==> src/rtl/core/assert_macros.svh <==
// assertion helpers shared by the deque rtl
`ifndef ASSERT_MACROS_SVH
`define ASSERT_MACROS_SVH
`ifndef SYNTHESIS
// property holds at every clock edge out of reset
`define RDQ_ASSERT(label, prop, msg) \
	label: assert property (@(posedge clk) disable iff (!arst_n) (prop)) else $error(msg);
// consequent holds in the same cycle as the antecedent
`define RDQ_ASSERT_IMPL(label, ante, cons, msg) \
	label: assert property (@(posedge clk) disable iff (!arst_n) (ante) |-> (cons)) \
		else $error(msg);
// consequent holds in the cycle after the antecedent
`define RDQ_ASSERT_NEXT(label, ante, cons, msg) \
	label: assert property (@(posedge clk) disable iff (!arst_n) (ante) |=> (cons)) \
		else $error(msg);
`else
`define RDQ_ASSERT(label, prop, msg)
`define RDQ_ASSERT_IMPL(label, ante, cons, msg)
`define RDQ_ASSERT_NEXT(label, ante, cons, msg)
`endif
`endif

==> src/rtl/core/rdq_pkg.sv <==
`timescale 1ns / 1ps

package rdq_pkg;

	// storage geometry
	localparam int CAPACITY  = 256;
	localparam int DATA_BITS = 32;
	localparam int IDX_BITS  = $clog2(CAPACITY);
	localparam int CNT_BITS  = $clog2(CAPACITY + 1);
	localparam int SUM_BITS  = CNT_BITS + 1;

	// port field widths
	localparam int OP_BITS       = 3;
	localparam int POS_BITS      = 8;
	localparam int DATA_IN_BITS  = 32;
	localparam int DATA_OUT_BITS = 32;
	localparam int STATUS_BITS   = 2;
	localparam int OCC_BITS      = 9;
	localparam int CMP_BITS      = (CNT_BITS > POS_BITS) ? CNT_BITS : POS_BITS;

	// operation codes
	typedef enum logic [OP_BITS-1:0] {
		OP_GET        = 3'd0,
		OP_PUT        = 3'd1,
		OP_PUSH_FRONT = 3'd2,
		OP_PUSH_BACK  = 3'd3,
		OP_POP_FRONT  = 3'd4,
		OP_POP_BACK   = 3'd5
	} op_t;

	// result status codes
	typedef enum logic [STATUS_BITS-1:0] {
		ST_OK    = 2'd0,
		ST_FULL  = 2'd1,
		ST_EMPTY = 2'd2,
		ST_RANGE = 2'd3
	} status_t;

	// source of the result data
	typedef enum logic [1:0] {
		SEL_ZERO,
		SEL_DIN,
		SEL_MEM
	} sel_t;

	// decision for one operation, from the pointer unit to the datapath
	typedef struct packed {
		status_t               status;
		sel_t                  sel;
		logic                  we;
		logic [IDX_BITS-1:0]   addr;
		logic [CNT_BITS-1:0]   fill_next;
	} dec_t;

endpackage

==> src/rtl/core/rdq_ptr.sv <==
`timescale 1ns / 1ps
`include "assert_macros.svh"

module rdq_ptr (
	input  logic                   clk,
	input  logic                   arst_n,
	input  logic                   acc,
	input  logic [rdq_pkg::OP_BITS-1:0]  operation,
	input  logic [rdq_pkg::POS_BITS-1:0] position,
	output rdq_pkg::dec_t          dec
);
	import rdq_pkg::*;

	logic [IDX_BITS-1:0] front_q;
	logic [CNT_BITS-1:0] fill_q;
	logic [IDX_BITS-1:0] front_nxt;
	logic [CNT_BITS-1:0] offset;
	logic [IDX_BITS-1:0] off_addr;
	logic [IDX_BITS-1:0] pf_addr;
	logic [IDX_BITS-1:0] inc_front;
	logic                is_full;
	logic                is_empty;
	logic                in_range;

	// reduce a sum of an index and an offset below the capacity
	function automatic logic [IDX_BITS-1:0] wrap_idx(input logic [SUM_BITS-1:0] s);
		logic [SUM_BITS-1:0] r;
		r = (s >= SUM_BITS'(CAPACITY)) ? (s - SUM_BITS'(CAPACITY)) : s;
		return r[IDX_BITS-1:0];
	endfunction

	// shared address arithmetic
	assign is_full   = (fill_q == CNT_BITS'(CAPACITY));
	assign is_empty  = (fill_q == '0);
	assign in_range  = (CMP_BITS'(position) < CMP_BITS'(fill_q));
	assign off_addr  = wrap_idx(SUM_BITS'(front_q) + SUM_BITS'(offset));
	assign inc_front = wrap_idx(SUM_BITS'(front_q) + SUM_BITS'(1));
	assign pf_addr   = (front_q == '0) ? IDX_BITS'(CAPACITY - 1) : front_q - IDX_BITS'(1);

	// logical offset from the front for the addressed element
	always_comb begin
		unique case (operation)
			OP_GET, OP_PUT: offset = CNT_BITS'(position);
			OP_PUSH_BACK:   offset = fill_q;
			OP_POP_BACK:    offset = fill_q - CNT_BITS'(1);
			default:        offset = '0;
		endcase
	end

	// operation decode
	always_comb begin
		dec.status    = ST_OK;
		dec.sel       = SEL_ZERO;
		dec.we        = 1'b0;
		dec.addr      = off_addr;
		dec.fill_next = fill_q;
		front_nxt     = front_q;
		unique case (operation)
			OP_GET, OP_PUT: begin
				if (!in_range) begin
					dec.status = ST_RANGE;
				end else begin
					dec.sel = SEL_MEM;
					dec.we  = (operation == OP_PUT);
				end
			end
			OP_PUSH_FRONT: begin
				if (is_full) begin
					dec.status = ST_FULL;
				end else begin
					dec.sel       = SEL_DIN;
					dec.we        = 1'b1;
					dec.addr      = pf_addr;
					dec.fill_next = fill_q + CNT_BITS'(1);
					front_nxt     = pf_addr;
				end
			end
			OP_PUSH_BACK: begin
				if (is_full) begin
					dec.status = ST_FULL;
				end else begin
					dec.sel       = SEL_DIN;
					dec.we        = 1'b1;
					dec.fill_next = fill_q + CNT_BITS'(1);
				end
			end
			OP_POP_FRONT: begin
				if (is_empty) begin
					dec.status = ST_EMPTY;
				end else begin
					dec.sel       = SEL_MEM;
					dec.fill_next = fill_q - CNT_BITS'(1);
					front_nxt     = inc_front;
				end
			end
			OP_POP_BACK: begin
				if (is_empty) begin
					dec.status = ST_EMPTY;
				end else begin
					dec.sel       = SEL_MEM;
					dec.fill_next = fill_q - CNT_BITS'(1);
				end
			end
			default: begin
			end
		endcase
	end

	// front pointer and element count
	always_ff @(posedge clk or negedge arst_n) begin
		if (!arst_n) begin
			front_q <= '0;
			fill_q  <= '0;
		end else if (acc) begin
			front_q <= front_nxt;
			fill_q  <= dec.fill_next;
		end
	end

	`RDQ_ASSERT(a_fill_bound, fill_q <= CNT_BITS'(CAPACITY), "count above capacity")
	`RDQ_ASSERT_NEXT(a_err_hold, acc && (dec.status != ST_OK), $stable(fill_q) && $stable(front_q), "flagged operation changed state")
	`RDQ_ASSERT_NEXT(a_push_grow, acc && (dec.status == ST_OK) && ((operation == OP_PUSH_FRONT) || (operation == OP_PUSH_BACK)), fill_q == $past(fill_q) + CNT_BITS'(1), "push did not grow count")

endmodule

==> config.mk <==
export PLATFORM = sky130hd
export DESIGN_NAME = rdq_ptr
export DESIGN_NICKNAME = d
export VERILOG_FILES = /design/src/rtl/core/rdq_pkg.sv /design/src/rtl/core/rdq_ptr.sv
export VERILOG_INCLUDE_DIRS = /design/src /design/src/rtl/core
export SDC_FILE = /design/constraint.sdc
export NUM_CORES = 1
export LEC_CHECK = 0
export ABC_AREA = 0
export ABC_CLOCK_PERIOD_IN_PS = 4490
export BUFFER_PORTS_ARGS = -buffer_cell sky130_fd_sc_hd__buf_2
export CORE_ASPECT_RATIO = 1.1
export CORE_MARGIN = 1
export CORE_UTILIZATION = 40
export DETAILED_ROUTE_END_ITERATION = 12
export SYNTH_ARGS = -nofsm -noshare
export SYNTH_HDL_FRONTEND = slang
export SYNTH_SLANG_ARGS = --single-unit
==> constraint.sdc <==
create_clock -name clk -period 4.49 [get_ports clk]
set_clock_uncertainty 0.1 [all_clocks]
set_input_delay 0.6735 -clock clk [delete_from_list [all_inputs] [get_ports clk]]
set_output_delay 0.6735 -clock clk [all_outputs]
set_load 0.03 [all_outputs]
==> results of run 1 <==
state kept, by name (all words and copies together), names as in the netlist:
name,flops
front_q,8
fill_q,9
worst reg2reg max path, delay by kind of cell (launching register included):
| family | cells | cell delay [ns] |
|---|---|---|
| compound gates | 2 | 0.99 |
| flops | 1 | 0.49 |
| simple gates | 3 | 0.49 |
| fa+ha+maj | 1 | 0.26 |
| buf+inv | 1 | 0.16 |
| xor+xnor | 1 | 0.14 |
per-layer routing:
| layer | track usage [%] | part of all wire, % |
|---|---|---|
| met2 | 39.2 | 46 |
| met5 | 0 | 0 |
| met3 | 3.16 | 5.3 |
| met1 | 30.8 | 45 |
| met4 | 9.63 | 2.9 |
cells by family after synthesis:
| family | after synthesis |
|---|---|
| buffers and inverters | 37 |
| xor gates and xnor gates | 23 |
| and+or+nand+nor | 109 |
| DFF | 17 |
| muxes | 3 |
| adders and majority gates | 20 |
| AOI/OAI and AO/OA | 106 |
worst min-delay path by stage:
stage,from,end,slack (ns)
2_1_floorplan,arst_n,fill_q[0],0.28
3_3_place_gp,front_q[6],front_q[6],0.46
3_5_place_dp,front_q[6],front_q[6],0.46
4_1_cts,arst_n,front_q[4],0.26
5_1_grt,arst_n,front_q[4],0.28
6_report,arst_n,front_q[4],0.25
cells in the mapped netlist (4+ instances only):
cell and count:
a21oi_1 22, nor2_1 28, clkbuf_1 13, o22ai_1 6, nand4_1 4, a21o_1 4, xor2_1 4, xnor2_1 19
nand2b_1 9, ha_1 19, inv_1 16, buf_2 6, nor3_1 9, nand3_1 8, a22o_1 5, dfrtp_1 17
nand2_1 22, o21ai_0 24, a22oi_1 5, nor2b_1 6, a31oi_1 12
power breakdown:
group	internal (µW)	switching (µW)
Combinational	417	685
Sequential	215	152
Clock	61.9	63.2
Total	694	900
through the flow:
step / hold WS [ns] / instances
2_1_floorplan: 0.278 / 315
3_3_place_gp: 0.458 / 407
3_5_place_dp: 0.458 / 407
4_1_cts: 0.264 / 411
5_1_grt: 0.280 / 411
6_report: 0.246 / 411
final cells by class:
class,instances,area share [%]
clock inverter,1,0.192
timing repair buffer,38,7.59
clock buffer,3,1.59
tap,75,3.60
sequential,17,16.3
inverter,16,2.31
multi-input combinational,261,68.4
==> flow_metrics.env, run 1 <==
export IMPL_cap_violations=0
export IMPL_muxShareOfSynthArea_pct=1.27
export IMPL_critical_path_cell_chain="inv_1, ha_1, nor3b_2, xnor2_1, o22ai_1, a22o_1, ha_1, or4_1, a31oi_1, xor2_1, mux2i_1, buf_2"
export IMPL_cts_buffers=3
export IMPL_start_util_pct=42.6
export IMPL_setup_viol=0
export IMPL_ctsRootBufferMaster="clkbuf_8"
export IMPL_maxSlewViolCount=0
export IMPL_max_freq_mhz=237
export IMPL_vias_per_cell=5.97
export IMPL_vias=2455
export IMPL_syn_nets=349
export IMPL_ctsResizeCount=0
export IMPL_diodes=0
export IMPL_synth_seq_cells=17
export IMPL_worst_r2r_cell_count=8
export IMPL_finalHoldViolations=0
export IMPL_cts_htree_levels=1
export IMPL_dr_pass1_iters=5
export IMPL_rows=28
export IMPL_p_leak_uw=0.00112
export IMPL_overflow=0
export IMPL_slowest_stage="or4_1"
export IMPL_ios=36
export IMPL_cts_setup_buffers=0
export IMPL_synth_xor_area_share_pct=8.55
export IMPL_synth_edf_count=0
export IMPL_fp_dieH_um=82.5
export IMPL_fp_dieArea_mm2=0.00620
export IMPL_setup_worst_path_start="fill_q[1]"
export IMPL_cts_hold_buf=0
export IMPL_multiInputGateArea_mm2=0.00178
export IMPL_tightestPinTransition_ns=0.795
export IMPL_hold_path_class="input port to async pin"
export IMPL_synth_top_family_by_area="compound AO/OA/AOI/OAI gates"
export IMPL_power_uw=1590
export IMPL_r2r_end="fill_q[3]"
export IMPL_timing_final_ws_setup_ns=0.275
export IMPL_yosys_area_top_type="dfrtp_1"
export IMPL_fillers=597
export IMPL_grt_max_degree=21
export IMPL_period_share_pct=93.9
export IMPL_post_place_ws_ns=0.491
export IMPL_drtIter0Drc=160
export IMPL_grt_pass1_vias=2221
export IMPL_ctsLongestPathBuffers=2
export IMPL_tns_ns=0
export IMPL_cp_start_kind="register"
export IMPL_register_area_um2=425
export IMPL_dp_hpwl_um=5310
export IMPL_critPathMaxFanout=7
export IMPL_min_period_ns=4.21
export IMPL_synth_top_area_share_pct=18.0
export IMPL_worstSetupEndpoint="dec[16]"
export IMPL_io_buffers=35
export IMPL_wirelength_um=6880
export IMPL_synthAdderAreaFrac_pct=10.9
export IMPL_routedWlPerCell_um=16.7
export IMPL_syn_area_mm2=0.00236
export IMPL_critical_path_buf_inv_count=2
export IMPL_r2r_start="fill_q[0]"
export IMPL_outcome="completed"
export IMPL_insertion_delay_ns=0.26
export IMPL_grt_pass1_wl_um=11000
export IMPL_drtAntennaViolNets=0
export IMPL_yosysWarnings=0
export IMPL_ys_async_sr_fraction_pct=100
export IMPL_cpMostUsedCell="ha_1"
export IMPL_antenna_found_initial=0
export IMPL_cts_sinks=17
export IMPL_critPathTopFamily="simple AND/OR/NAND/NOR gates"
export IMPL_routabilityCongestion=0.900
export IMPL_cts_tree="done"
export IMPL_arrival_ns=3.44
export IMPL_placed_area_mm2=0.00256
export IMPL_required_ns=3.72
export IMPL_final_cell_mix="buf_2 (35), nor2_1 (28), o21ai_0 (24), a21oi_1 (22), nand2_1 (22)"
export IMPL_max_stage_delay_ns=0.52
export IMPL_seq_area_frac_synth_pct=18.0
export IMPL_worstSetupPathDepth=12
export IMPL_core_area_mm2=0.00554
export IMPL_layout_drive_gt1_share_pct=15.5
export IMPL_critPathKind="register to output pin"
export IMPL_final_common_cell="buf_2"
export IMPL_final_core_util_pct=47.1
export IMPL_drc=0
export IMPL_nets=371
export IMPL_synth_area_top_cells="dfrtp_1 (18%), ha_1 (10%), xnor2_1 (7.1%), o21ai_0 (5.1%), a21oi_1 (4.7%)"
export IMPL_post_synth_num_cell_types=56
export IMPL_rrSetupSlack_ns=1.75
export IMPL_syn_area_per_cell_um2=7.48
export IMPL_grtUsageTotal_pct=23.6
export IMPL_fp_dieW_um=75.2
export IMPL_rsz0062_at_grt="no"
export IMPL_maxSlewHeadroom_pct=46.6
export IMPL_area_growth_pct=10.5
export IMPL_postSynthCellCount=315
export IMPL_clkTransAtPathRegs_ns=0.08
export IMPL_power_density_mw_per_mm2=612
export IMPL_cp_end_kind="output pin"
export IMPL_vdd_drop_max_v=0.000312
export IMPL_synth_compound_area_share_pct=30.0
export IMPL_ys_flop_type="dfrtp_1"
export IMPL_fin_area_mm2=0.00261
export IMPL_synth_simple_area_share_pct=24.8
No activity file was read; power rests on OpenSTA's default activity.
==> inputs of run 2 (changes only) <==
--- a/config.mk
+++ b/config.mk
@@ -12,7 +12,9 @@
 export CORE_ASPECT_RATIO = 1.1
 export CORE_MARGIN = 1
 export CORE_UTILIZATION = 40
+export CTS_CLUSTER_DIAMETER = 40
 export DETAILED_ROUTE_END_ITERATION = 12
+export PLACE_DENSITY_LB_ADDON = 0.2
 export SYNTH_ARGS = -nofsm -noshare
 export SYNTH_HDL_FRONTEND = slang
 export SYNTH_SLANG_ARGS = --single-unit
==> run 2 against run 1 <==
  * Final area stayed put
  * Largest cell class unchanged
  * Largest power group unchanged
  * Worst hold slack better by 0.0045 ns
  * Critical path depth is 1 lower
==> flow_metrics.env, run 2 (synthesized netlist as in run 1, its figures left out) <==
export IMPL_outcome="completed"
export IMPL_overflow=0
export IMPL_critPathKind="register to output pin"
export IMPL_insertion_delay_ns=0.26
export IMPL_fp_dieArea_mm2=0.00620
export IMPL_cts_buffers=3
export IMPL_clkTransAtPathRegs_ns=0.08
export IMPL_tightestPinTransition_ns=0.766
export IMPL_antenna_found_initial=0
export IMPL_start_util_pct=42.6
export IMPL_whs_ns=0.250
export IMPL_routabilityCongestion=0.872
export IMPL_cp_start_kind="register"
export IMPL_rows=28
export IMPL_maxSlewHeadroom_pct=48.5
export IMPL_final_cell_mix="buf_2 (35), nor2_1 (28), o21ai_0 (24), a21oi_1 (22), nand2_1 (22)"
export IMPL_setup_viol=0
export IMPL_rsz0062_at_grt="no"
export IMPL_core_area_mm2=0.00554
export IMPL_cts_hold_buf=0
export IMPL_cp_end_kind="output pin"
export IMPL_routedWlPerCell_um=17.0
export IMPL_dp_hpwl_um=5490
export IMPL_grtUsageTotal_pct=24.0
export IMPL_area_growth_pct=10.5
export IMPL_ctsResizeCount=0
export IMPL_hold_path_class="input port to async pin"
export IMPL_fillers=604
export IMPL_drtAntennaViolNets=0
export IMPL_layout_drive_gt1_share_pct=15.5
export IMPL_cap_violations=0
export IMPL_min_period_ns=4.21
export IMPL_grt_pass1_wl_um=11200
export IMPL_ios=36
export IMPL_final_common_cell="buf_2"
export IMPL_cts_htree_levels=1
export IMPL_power_uw=1600
export IMPL_p_leak_uw=0.00112
export IMPL_arrival_ns=3.44
export IMPL_critPathMaxFanout=7
export IMPL_largest_register_ffs=9
export IMPL_vias=2457
export IMPL_finalHoldViolations=0
export IMPL_fp_dieW_um=75.2
export IMPL_nets=371
export IMPL_ctsLongestPathBuffers=2
export IMPL_tns_ns=0
export IMPL_rrSetupSlack_ns=1.82
export IMPL_wirelength_um=6990
export IMPL_dr_pass1_iters=4
export IMPL_cts_sinks=17
export IMPL_vias_per_cell=5.98
export IMPL_drc=0
export IMPL_ctsRootBufferMaster="clkbuf_8"
export IMPL_top_regs="fill_q: 9 flops, front_q: 8 flops"
export IMPL_period_share_pct=93.8
export IMPL_io_buffers=35
export IMPL_regMostFlops="fill_q"
export IMPL_fp_dieH_um=82.5
export IMPL_grt_pass1_vias=2355
export IMPL_power_density_mw_per_mm2=613
export IMPL_cts_tree="done"
export IMPL_max_freq_mhz=237
export IMPL_required_ns=3.72
export IMPL_drtIter0Drc=144
export IMPL_cts_setup_buffers=0
export IMPL_vdd_drop_max_v=0.000320
export IMPL_diodes=0
export IMPL_grt_max_degree=21
export IMPL_maxSlewViolCount=0
[run 2: cell counts in the layout (fill, tap and decap cells not counted)]
No cell type changed its count.
[run 2: layer usage]
layer	wire, µm	GRT usage, %	up-vias
met5	0	0	-
met1	2950	28.0	1161
met4	205	10.4	0
li1	-	-	1202
met3	266	3.03	19
met2	3570	43.6	75
[run 2: power by group]
group | internal (µW) | switching (µW) | leakage, µW
logic | 416 | 691 | 0.000893
clock network | 61.7 | 61.8 | 0.0000255
registers | 215 | 149 | 0.000200
total | 693 | 903 | 0.00112
[run 2: worst paths after layout]
path | cells after the start | startpoint | end
min | 1 | arst_n | front_q[4]
max in group asynchronous | 1 | arst_n | front_q[1]
max | 11 | fill_q[0] | dec[16]
max reg2reg | 8 | fill_q[0] | fill_q[3]
min in group clk | 1 | front_q[6] | front_q[6]
min reg2reg | 1 | front_q[6] | front_q[6]
[run 2: area by class of cell]
| cell class | instances | area, µm² | share of cell area, % |
|---|---|---|---|
| multi-input combinational | 261 | 1780 | 68.4 |
| sequential | 17 | 425 | 16.3 |
| timing repair buffer | 38 | 198 | 7.59 |
| tap | 75 | 93.8 | 3.60 |
| inverter | 16 | 60.1 | 2.31 |
| clock buffer | 3 | 41.3 | 1.59 |
| clock inverter | 1 | 5.00 | 0.192 |
[run 2: per-stage QoR]
| stage | util, % | worst slack, ns | area, µm² | instances |
|---|---|---|---|---|
| final | 47.1 | 0.279 | 2610 | 411 |
| after global routing | 47.1 | 0.115 | 2610 | 411 |
| after floorplan | - | 0.520 | 2360 | 315 |
| after CTS | 47.1 | 0.296 | 2610 | 411 |
| after global placement | 46.2 | 0.555 | 2560 | 407 |
| after detailed placement | 46.2 | 0.490 | 2560 | 407 |
[run 2: critical path, cell delays in order, from the launching register on]
cell and delay (ns):
dfrtp_1 0.47, or4_4 0.61, nor2_1 0.25, xnor2_1 0.16
o22ai_1 0.12, a22o_1 0.21, ha_1 0.20, or4_1 0.48
a31oi_1 0.22, xor2_1 0.09, mux2i_1 0.14, buf_2 0.22
==> inputs of run 3 (changes only) <==
--- a/config.mk
+++ b/config.mk
@@ -14,6 +14,7 @@
 export CORE_UTILIZATION = 40
 export CTS_CLUSTER_DIAMETER = 40
 export DETAILED_ROUTE_END_ITERATION = 12
+export GPL_TIMING_DRIVEN = 0
 export PLACE_DENSITY_LB_ADDON = 0.2
 export SYNTH_ARGS = -nofsm -noshare
 export SYNTH_HDL_FRONTEND = slang
==> run 3 against run 2 <==
  * Via count increased by 0.24%
  * Cell count increased by 3.9%
  * Routed wire length decreased by 2.2%
  * Sequential power decreased by 19%
  * Register-to-register slack got worse by 0.09 ns
  * Non-clock buffer count increased by 16
  * Die area unchanged
==> flow_metrics.env, run 3 (synthesized netlist as in run 1, its figures left out) <==
export IMPL_grt_pass1_wl_um=11000
export IMPL_max_stage_delay_ns=0.42
export IMPL_dr_pass1_iters=5
export IMPL_ios=36
export IMPL_cts_hold_buf=0
export IMPL_dpl_cell_count=424
export IMPL_layout_drive_gt1_share_pct=15.9
export IMPL_final_core_util_pct=48.1
export IMPL_tns_ns=0
export IMPL_rows=28
export IMPL_required_ns=3.72
export IMPL_fillers=618
export IMPL_vias_per_cell=5.77
export IMPL_vdd_drop_max_v=0.000285
export IMPL_finalHoldViolations=0
export IMPL_ctsResizeCount=0
export IMPL_start_util_pct=42.6
export IMPL_final_common_cell="buf_2"
export IMPL_max_freq_mhz=234
export IMPL_rsz0062_at_grt="no"
export IMPL_hold_path_class="input port to async pin"
export IMPL_worst_r2r_cell_count=7
export IMPL_dp_hpwl_um=5380
export IMPL_cap_violations=0
export IMPL_min_period_ns=4.27
export IMPL_top_regs="fill_q: 9 flops, front_q: 8 flops"
export IMPL_period_share_pct=95.1
export IMPL_cts_htree_levels=1
export IMPL_r2r_end="front_q[2]"
export IMPL_fin_area_mm2=0.00267
export IMPL_drtIter0Drc=108
export IMPL_ctsLongestPathBuffers=2
export IMPL_critical_path_buf_inv_count=4
export IMPL_power_density_mw_per_mm2=598
export IMPL_power_uw=1590
export IMPL_insertion_delay_ns=0.26
export IMPL_critPathTopFamily="buffers and inverters"
export IMPL_final_cell_mix="buf_2 (40), nor2_1 (28), o21ai_0 (24), a21oi_1 (22), nand2_1 (22)"
export IMPL_ctsRootBufferMaster="clkbuf_8"
export IMPL_core_area_mm2=0.00554
export IMPL_fp_dieH_um=82.5
export IMPL_arrival_ns=3.50
export IMPL_grtUsageTotal_pct=23.5
export IMPL_grt_pass1_vias=2327
export IMPL_vias=2463
export IMPL_cts_sinks=17
export IMPL_cts_buffers=3
export IMPL_regMostFlops="fill_q"
export IMPL_area_growth_pct=13.1
export IMPL_tightestPinTransition_ns=0.871
export IMPL_rrSetupSlack_ns=1.73
export IMPL_grt_max_degree=18
export IMPL_largest_register_ffs=9
export IMPL_clkTransAtPathRegs_ns=0.08
export IMPL_setup_viol=0
export IMPL_critical_path_cell_chain="buf_2, buf_2, clkbuf_1, nor2_1, a22o_1, ha_1, o21ai_0, nor2_1, or4_1, a31oi_1, xor2_1, mux2i_1, buf_2"
export IMPL_critPathMaxFanout=10
export IMPL_routedWlPerCell_um=16.0
export IMPL_cts_tree="done"
export IMPL_placed_area_mm2=0.00262
export IMPL_maxSlewHeadroom_pct=41.5
export IMPL_fp_dieArea_mm2=0.00620
export IMPL_cpMostUsedCell="buf_2"
export IMPL_cp_start_kind="input port"
export IMPL_fp_dieW_um=75.2
export IMPL_drc=0
export IMPL_r2r_start="fill_q[0]"
export IMPL_outcome="completed"
export IMPL_nets=387
export IMPL_io_buffers=34
export IMPL_routabilityCongestion=0.901
export IMPL_wirelength_um=6840
export IMPL_slowest_stage="or4_1"
export IMPL_antenna_found_initial=0
export IMPL_cts_setup_buffers=0
export IMPL_cp_end_kind="output pin"
export IMPL_diodes=0
export IMPL_critPathKind="input port to output pin"
export IMPL_maxSlewViolCount=0
export IMPL_p_leak_uw=0.00115
export IMPL_overflow=0
export IMPL_drtAntennaViolNets=0
export IMPL_layout_cells_non_filler=427
[run 3: power breakdown]
part | internal, µW | switching [µW]
clock network | 61.8 | 62.2
registers | 215 | 78.8
logic | 432 | 744
total | 709 | 885
[run 3: layer usage]
| metal | global-route usage (%) | up-vias | share of wire [%] |
|---|---|---|---|
| met5 | 0 | - | 0 |
| met2 | 43.2 | 64 | 51 |
| met3 | 1.94 | 8 | 4.1 |
| met1 | 29.0 | 1154 | 44 |
| li1 | - | 1237 | - |
| met4 | 7.04 | 0 | 1.3 |
[run 3: cell type report]
type	count	area, µm²	area share (%)
plain buffers	20	87.6	3.29
clock buffers	3	41.3	1.55
clock inverters	1	5.00	0.188
inverters	16	60.1	2.25
multi-input cells	261	1780	66.9
flip-flops and latches	17	425	16.0
well taps	75	93.8	3.52
repair buffers	34	170	6.38
[run 3: worst max-delay path by stage]
stage,startpoint,end,depth (start not counted)
detailed placement,operation[1],dec[16],15
finish,operation[1],dec[16],13
global route,operation[1],dec[16],13
global placement,operation[1],dec[16],15
CTS,operation[1],dec[16],15
floorplan,operation[2],dec[16],11
[run 3: stage by stage]
step,hold slack [ns],setup slack [ns]
final,0.257,0.221
after global routing,0.290,0.0236
after CTS,0.279,0.188
after detailed placement,0.454,0.198
after global placement,0.454,0.216
after floorplan,0.278,0.520
